[src/rtl/eeg_pkg.sv]
// package for the extended euclid gcd block: sequencer state type
`timescale 1ns / 1ps
`default_nettype none

package eeg_pkg;

	typedef enum logic [1:0] {
		ST_IDLE,
		ST_CHECK,
		ST_DIV,
		ST_UPDATE
	} eeg_state_t;

endpackage

`default_nettype wire

[src/rtl/extended_euclid_gcd.sv]
// extended euclidean gcd: iterative divider with shift-and-add coefficient update
//
// Request: pulse start while busy is low; operand_a and operand_b are taken at
// that edge and busy rises on the next cycle. The block returns gcd_value and
// the signed Bezout coefficients coeff_a, coeff_b, with
// operand_a*coeff_a + operand_b*coeff_b == gcd_value.
// The result is written to the output ports with done high for a single cycle;
// the receiver must take it then, it cannot stall the block.
// Timing: one restoring divider step per cycle. Each Euclid iteration runs one
// zero check, WIDTH divide steps and one update; the quotient times coefficient
// products are built bit by bit alongside the divide. An item runs k iterations,
// where k is at most about 1.44*WIDTH.
// If operand_b is zero the first zero check finishes the item with no divide.
// One request is in flight at a time; a new start is taken in the cycle done
// is high.
// Reset: arst_n low clears the sequencer to idle with busy and done low.
`timescale 1ns / 1ps
`default_nettype none

module extended_euclid_gcd #(
	parameter int WIDTH = 32
) (
	input  wire logic                    clk,
	input  wire logic                    arst_n,
	input  wire logic                    start,
	output logic                         busy,
	input  wire logic [WIDTH-1:0]        operand_a,
	input  wire logic [WIDTH-1:0]        operand_b,
	output logic                         done,
	output logic [WIDTH-1:0]             gcd_value,
	output logic signed [WIDTH:0]        coeff_a,
	output logic signed [WIDTH:0]        coeff_b
);

	import eeg_pkg::*;

	localparam int CW = $clog2(WIDTH);

	eeg_state_t state_q, state_d;

	logic [WIDTH-1:0] prev_rem_q, cur_rem_q, part_rem_q, dvd_q;
	logic [WIDTH:0]   prev_ca_q, cur_ca_q, prev_cb_q, cur_cb_q;
	logic [WIDTH:0]   prod_a_q, prod_b_q;
	logic [CW-1:0]    count_q;
	logic             done_q;
	logic [WIDTH-1:0] gcd_q;
	logic [WIDTH:0]   res_ca_q, res_cb_q;

	logic             do_load, do_init, do_step, do_update, do_finish;
	logic             last_step;
	logic [WIDTH:0]   shifted, diff;
	logic             qbit;

	// one restoring divide step
	assign shifted   = {part_rem_q, dvd_q[WIDTH-1]};
	assign diff      = shifted - {1'b0, cur_rem_q};
	assign qbit      = ~diff[WIDTH];
	assign last_step = (count_q == CW'(WIDTH - 1));

	always_ff @(posedge clk or negedge arst_n) begin
		if (!arst_n) begin
			state_q <= ST_IDLE;
		end else begin
			state_q <= state_d;
		end
	end

	always_comb begin
		state_d   = state_q;
		do_load   = 1'b0;
		do_init   = 1'b0;
		do_step   = 1'b0;
		do_update = 1'b0;
		do_finish = 1'b0;
		case (state_q)
			ST_IDLE: begin
				if (start) begin
					do_load = 1'b1;
					state_d = ST_CHECK;
				end
			end
			ST_CHECK: begin
				if (cur_rem_q == '0) begin
					do_finish = 1'b1;
					state_d   = ST_IDLE;
				end else begin
					do_init = 1'b1;
					state_d = ST_DIV;
				end
			end
			ST_DIV: begin
				do_step = 1'b1;
				if (last_step) begin
					state_d = ST_UPDATE;
				end
			end
			ST_UPDATE: begin
				do_update = 1'b1;
				state_d   = ST_CHECK;
			end
			default: begin
				state_d = ST_IDLE;
			end
		endcase
	end

	always_ff @(posedge clk or negedge arst_n) begin
		if (!arst_n) begin
			done_q <= 1'b0;
		end else begin
			done_q <= do_finish;
		end
	end

	always_ff @(posedge clk) begin
		if (do_load) begin
			prev_rem_q <= operand_a;
			cur_rem_q  <= operand_b;
			prev_ca_q  <= (WIDTH+1)'(1);
			cur_ca_q   <= '0;
			prev_cb_q  <= '0;
			cur_cb_q   <= (WIDTH+1)'(1);
		end
		if (do_init) begin
			part_rem_q <= '0;
			dvd_q      <= prev_rem_q;
			prod_a_q   <= '0;
			prod_b_q   <= '0;
			count_q    <= '0;
		end
		if (do_step) begin
			part_rem_q <= qbit ? diff[WIDTH-1:0] : shifted[WIDTH-1:0];
			dvd_q      <= {dvd_q[WIDTH-2:0], 1'b0};
			// quotient bits arrive msb first, so double and add
			prod_a_q   <= {prod_a_q[WIDTH-1:0], 1'b0} + (qbit ? cur_ca_q : '0);
			prod_b_q   <= {prod_b_q[WIDTH-1:0], 1'b0} + (qbit ? cur_cb_q : '0);
			count_q    <= count_q + CW'(1);
		end
		if (do_update) begin
			prev_rem_q <= cur_rem_q;
			cur_rem_q  <= part_rem_q;
			prev_ca_q  <= cur_ca_q;
			cur_ca_q   <= prev_ca_q - prod_a_q;
			prev_cb_q  <= cur_cb_q;
			cur_cb_q   <= prev_cb_q - prod_b_q;
		end
		if (do_finish) begin
			gcd_q    <= prev_rem_q;
			res_ca_q <= prev_ca_q;
			res_cb_q <= prev_cb_q;
		end
	end

	assign busy      = (state_q != ST_IDLE);
	assign done      = done_q;
	assign gcd_value = gcd_q;
	assign coeff_a   = res_ca_q;
	assign coeff_b   = res_cb_q;

endmodule

`default_nettype wire

[config.mk]
export PLATFORM = sky130hd
export DESIGN_NAME = extended_euclid_gcd
export DESIGN_NICKNAME = d
export VERILOG_FILES = /design/src/rtl/eeg_pkg.sv /design/src/rtl/extended_euclid_gcd.sv
export SDC_FILE = /design/constraint.sdc
export NUM_CORES = 1
export LEC_CHECK = 0
export BUFFER_PORTS_ARGS = -buffer_cell sky130_fd_sc_hd__buf_4
export CORE_MARGIN = 2
export CORE_UTILIZATION = 55
export DETAILED_ROUTE_END_ITERATION = 6
export PLACE_DENSITY = 0.72
export SLEW_MARGIN = 0
export SYNTH_ARGS = -nofsm -noshare
export SYNTH_HDL_FRONTEND = slang
export SYNTH_SLANG_ARGS = --single-unit
[constraint.sdc]
create_clock -name clk -period 9.1 [get_ports clk]
set_input_delay 0.455 -clock clk [delete_from_list [all_inputs] [get_ports clk]]
set_output_delay 0.455 -clock clk [all_outputs]
set_load 0.01 [all_outputs]
; ---- Word-level counts from Yosys, hierarchy flattened
; Cells that the tools add are included.
[classes]
n_eq_ne = 6
n_reduce_logical = 6
n_mux = 34
n_addsub = 6
[ops]
columns = operator, n
row1 = two-way mux 33 bit, 11
row2 = two-way mux 32 bit, 9
row3 = adder 33 bit, 2
row4 = subtractor 33 bit, 2
row5 = subtractor 33 x 32 -> 33 bit, 1
row6 = zero test 32 bit, 1
row7 = two-way mux 5 bit, 2
row8 = two-way mux 1 bit, 8
row9 = case mux 2 bit (4 select lines), 1
row10 = two-way mux 2 bit, 3
row11 = nonzero test 2 bit, 3
row12 = "adder 5 x 1 -> 5 bit, second input constant", 1
row13 = "== test 5 bit, second input constant", 1
row14 = "== test 2 bit, second input constant", 2
row15 = "!= test 2 bit, second input constant", 2
row16 = "== test 2 x 1 -> 1 bit, second input constant", 1
row17 = zero test 2 bit, 1
row18 = AND reduction 2 bit, 1
[totals]
regBits = 432
wordCells = 69
in_bits = 67

; ---- Logic depth before layout (Yosys ltp)
[logic_depth]
word_depth = 5
ltp_mapped = 26

; ---- Worst setup path after synthesis
; No wires, ideal clock.
[synth_timing]
path_type = register to register
from = register state_q[0]
to = register cur_ca_q[0] (enable)
t_arrival_ns = 4.568
stages_incl_launch_ff = 6
path_buffers = 2
setup_time_ns = 1.552
required_time_ns = 7.548
path_slack_ns = 2.980
cell_sequence = dfrtp_1 -> ha_1 -> inv_1 -> clkbuf_1 -> buf_1 -> nand2_1
[synth_between]
elab_chain_len = 3
elab_cells_between_ends = 5
cone_classes = eq/ne (1) / mux (2) / reduce/logical (2)
[synth_rtl]
columns = element, line
row1 = from (decl), extended_euclid_gcd.sv:39  ; eeg_state_t state_q, state_d;
row2 = from (signal assigned), extended_euclid_gcd.sv:64  ; state_q <= state_d;
row3 = == test 2 bit / zero test 2 bit (equally long branches), extended_euclid_gcd.sv:75  ; case (state_q)
row4 = two-way mux 1 bit, extended_euclid_gcd.sv:75
row5 = nonzero test 2 bit (no line) *, n/a
row6 = to (signal assigned), extended_euclid_gcd.sv:143  ; cur_ca_q <= prev_ca_q - prod_a_q;
row7 = to (decl), extended_euclid_gcd.sv:42  ; logic [WIDTH:0] prev_ca_q, cur_ca_q, prev_cb_q, cur_cb_q;
; Every way passes the cells marked *; elsewhere a longest branch is shown, timed or not.
; A chain may end at the register's enable or synchronous reset.

; ---- Worst setup path after layout
[layout_timing]
from = register cur_rem_q[0]
to = register prod_a_q[31] (data pin)
[layout_between]
elab_chain_len = 4
[layout_rtl]
columns = element, line
row1 = from (decl), extended_euclid_gcd.sv:41  ; logic [WIDTH-1:0] prev_rem_q, cur_rem_q, part_rem_q, dvd_q;
row2 = from (signal assigned), extended_euclid_gcd.sv:118  ; cur_rem_q <= operand_b;
row3 = from (signal assigned), extended_euclid_gcd.sv:141  ; cur_rem_q <= part_rem_q;
row4 = subtractor 33 x 32 -> 33 bit, extended_euclid_gcd.sv:56  ; assign diff = shifted - {1'b0, cur_rem_q};
row5 = two-way mux 33 bit, extended_euclid_gcd.sv:135  ; prod_a_q <= {prod_a_q[WIDTH-1:0], 1'b0} + (qbit ? cur_ca_q : '0);
row6 = adder 33 bit, extended_euclid_gcd.sv:135
row7 = two-way mux 33 bit, extended_euclid_gcd.sv:131  ; if (do_step) begin
row8 = to (signal assigned), extended_euclid_gcd.sv:135
row9 = to (decl), extended_euclid_gcd.sv:43  ; logic [WIDTH:0] prod_a_q, prod_b_q;
; No other way between the ends.

==> impl_metrics.ini <==
[power_and_ir_drop]
ir_drop_mv = 0.373
p_per_area_nw_per_um2 = 424
power_mw = 11.8
p_leak_nw = 11.3

[clock_tree]
cts-root-buf = clkbuf_16
clk_pin_slew_worst_paths_ns = 0.06
ctsResizeCount = 0
h-tree-depth = 2
clk_latency_ns = 0.59
cts_max_path_buffers = 3
cts_buffers = 47
cts.sinks = 432
cts_tree = yes

[final_layout]
multiInputGateArea_um2 = 10700
instances_no_fill = 2966
area_growth_pct = 13.8
fin_area_um2 = 27800
antenna_cells = 0
seqCellArea_um2 = 12900
final_util = 0.632
drive_gt1_frac = 0.149
fillers = 3408
nNetsFinal = 2573

[detailed_routing]
drt_wl_total_um = 54300
drc = 0
dr.pass1.iters = 5
via_per_inst = 5.74
num_vias = 17000
ant_nets = 0
routedWlPerCell_um = 18.3
drt_iter0_markers = 1130

[yosys]
synth.avg_cell_area_um2 = 11.2
seq_area_frac_synth = 0.529
synthesis.nets = 2418
synth_area_um2 = 24500
synth-edff-count = 428
syn_inst = 2181
synth_ff_type = edfxtp_1
synth_async_sr_flop_share = 0.00694
ys_ff_latch = 432
yosysWarnings = 0
synth_cell_types = 74

[floorplanning]
die_h_um = 215
dieWidth_um = 215
num_rows = 77
start_util = 0.556
io_pins = 167
coreArea_um2 = 44000
die_area_um2 = 46200

[timing]
relSlewSlack = 0.268
hold_viol = 0
rsz0062_at_grt = no
setup_violations = 0
finalClockSkew_ns = 0.0218
fmax_ghz = 0.141
tns_ns = 0
slew_viol_final = 0
fin_ws_ns = 2.00
worst_slew_pin_slew_ns = 1.10
fin_crit_sh = 0.780
layout_min_cycle_time_ns = 7.10
hold_slack_ns = 0.174

[worst_setup_path]
reg2reg_slack_ns = 2.00
crit_type = flop to flop
crit_path_end_kind = flop
worstPathRequired_ns = 9.39
reg2reg_depth = 24
crit_path_start_kind = flop
r2r_end = prod_a_q[31]
r2r_start = cur_rem_q[0]
worstPathArrival_ns = 7.39
crit_fanout = 118

[global_route]
grt_antenna_before_repair = 0
grt_usage = 0.233
grt_pass1_vias = 17000
grt_pass1_wl_um = 87600
grt_max_degree = 131
grt_overflow_total = 0

[placed_design]
port_buffers = 166
place_area_um2 = 26300
gp_congestion = 0.890
dp_slack_ns = 2.12
place_hpwl_um = 36900
placed_cells = 2878

[worst_hold_path]
worstHoldEndpoint = cur_rem_q[1]
hp-class = input pin to flop
holdPathStages = 2
holdCritStartpoint = operand_b[1]

[status]
outcome = finished, final reports clean

[job]
max_cap_viol_count = 0
==> registers in the layout, summed over array words and instances, names as in the netlist, 2 cells and up <==
signal,cells
prod_a_q,33
coeff_a,33
coeff_b,33
count_q,5
state_q,2
dvd_q,32
cur_ca_q,33
gcd_value,32
cur_cb_q,33
prev_rem_q,32
prod_b_q,33
cur_rem_q,32
prev_ca_q,33
part_rem_q,32
prev_cb_q,33
==> layout by cell type, fill, tap and decap left out, types with 9 or more instances in the layout <==
cell type and count:
a211oi_1 16, a21o_1 88, a21oi_1 114, a31oi_1 18, and2_1 142, and3_1 19, buf_4 175, clkbuf_1 12
clkbuf_16 48, clkinv_2 12, edfxtp_1 428, ha_1 163, inv_1 142, mux2_2 64, mux2i_1 12, nand2_1 153
nand2b_1 23, nand3_1 54, nand4_1 17, nor2_1 161, nor2b_1 18, nor3_1 31, nor3b_1 13, nor4_1 13
o21a_1 18, o21ai_0 119, o21bai_1 21, o31ai_1 9, or2_2 9, or3_1 10, xnor2_1 64, xor2_1 53
==> worst max-delay path, stage by stage, from the launching register on <==
cell	delay (ns)
edfxtp_1	0.44
ha_1	0.26
fa_1	0.41
and2b_1	0.22
o31a_1	0.21
o211ai_2	0.15
nor4_2	0.42
o41ai_2	0.18
o311ai_1	0.27
o211ai_1	0.18
xnor2_2	0.26
buf_12	0.32
and2_1	0.23
ha_1	0.21
fa_1	0.41
a21o_1	0.20
a21oi_1	0.25
o211ai_1	0.15
a21oi_1	0.39
a31oi_1	0.24
a221oi_1	0.54
o21ai_0	0.21
a221oi_1	0.38
xor2_1	0.20
nor2_1	0.05
==> timing repair <==
action / in CTS / in global routing
hold buffers: 1 / 0
buffers inserted: 0 / 0
hold endpoints to repair: 3 / 0
==> cell type report <==
cell class	count	share of cell area
clock inverter	27	0.00998
tap	592	0.0266
timing repair buffer	178	0.0490
sequential	432	0.465
clock buffer	60	0.0448
multi-input combinational	1533	0.385
inverter	144	0.0194
==> where the power goes <==
| group | switching, mW | internal, mW |
|---|---|---|
| combinational | 3.75 | 2.49 |
| sequential | 0.437 | 3.23 |
| clock | 0.781 | 1.11 |
==> worst max path at each step <==
| stage | startpoint | end | slack [ns] | cells past startpoint |
|---|---|---|---|---|
| finish | cur_rem_q[0] | prod_a_q[31] | 2.00 | 24 |
| global route | cur_rem_q[0] | prod_a_q[31] | 1.46 | 24 |
| CTS | cur_rem_q[0] | prod_a_q[31] | 2.09 | 24 |
| detailed placement | cur_rem_q[0] | prod_a_q[31] | 2.12 | 24 |
| global placement | cur_rem_q[0] | prod_a_q[31] | 2.33 | 24 |
| floorplan | state_q[0] | cur_ca_q[0] | 2.98 | 5 |
==> cells in the mapped netlist (13+ instances only) <==
master,count,share of area
nand2b_1,23,0.0059
and2_1,143,0.037
a21oi_1,114,0.023
nor2_1,161,0.025
xnor2_1,65,0.023
xor2_1,53,0.019
and3_1,19,0.0049
clkbuf_1,54,0.0083
nor2b_1,19,0.0049
a211oi_1,16,0.0049
inv_1,144,0.022
ha_1,165,0.084
nor3b_1,13,0.0040
mux2_2,64,0.029
a31oi_1,18,0.0046
o21a_1,18,0.0055
a21o_1,88,0.027
nor3_1,31,0.0063
nand4_1,17,0.0043
nand3_1,54,0.011
nor4_1,13,0.0033
o21ai_0,119,0.024
nand2_1,154,0.024
edfxtp_1,428,0.53
o21bai_1,21,0.0064
==> metal layers <==
layer | share of wire | GRT usage | vias to the layer above
met5 | 0 | 0 | -
met4 | 0.023 | 0.0660 | 0
met3 | 0.047 | 0.0377 | 88
met2 | 0.48 | 0.391 | 387
met1 | 0.45 | 0.315 | 8284
li1 | - | - | 8273
==> kinds of logic after synthesis <==
group	synth area share
AOI/OAI and AO/OA	0.132
xor gates and xnor gates	0.0423
adders and majority gates	0.0885
buffers and inverters	0.0346
DFF	0.529
muxes	0.0344
and+or+nand+nor	0.139
Note: power is estimated with default switching activity, not from simulation.
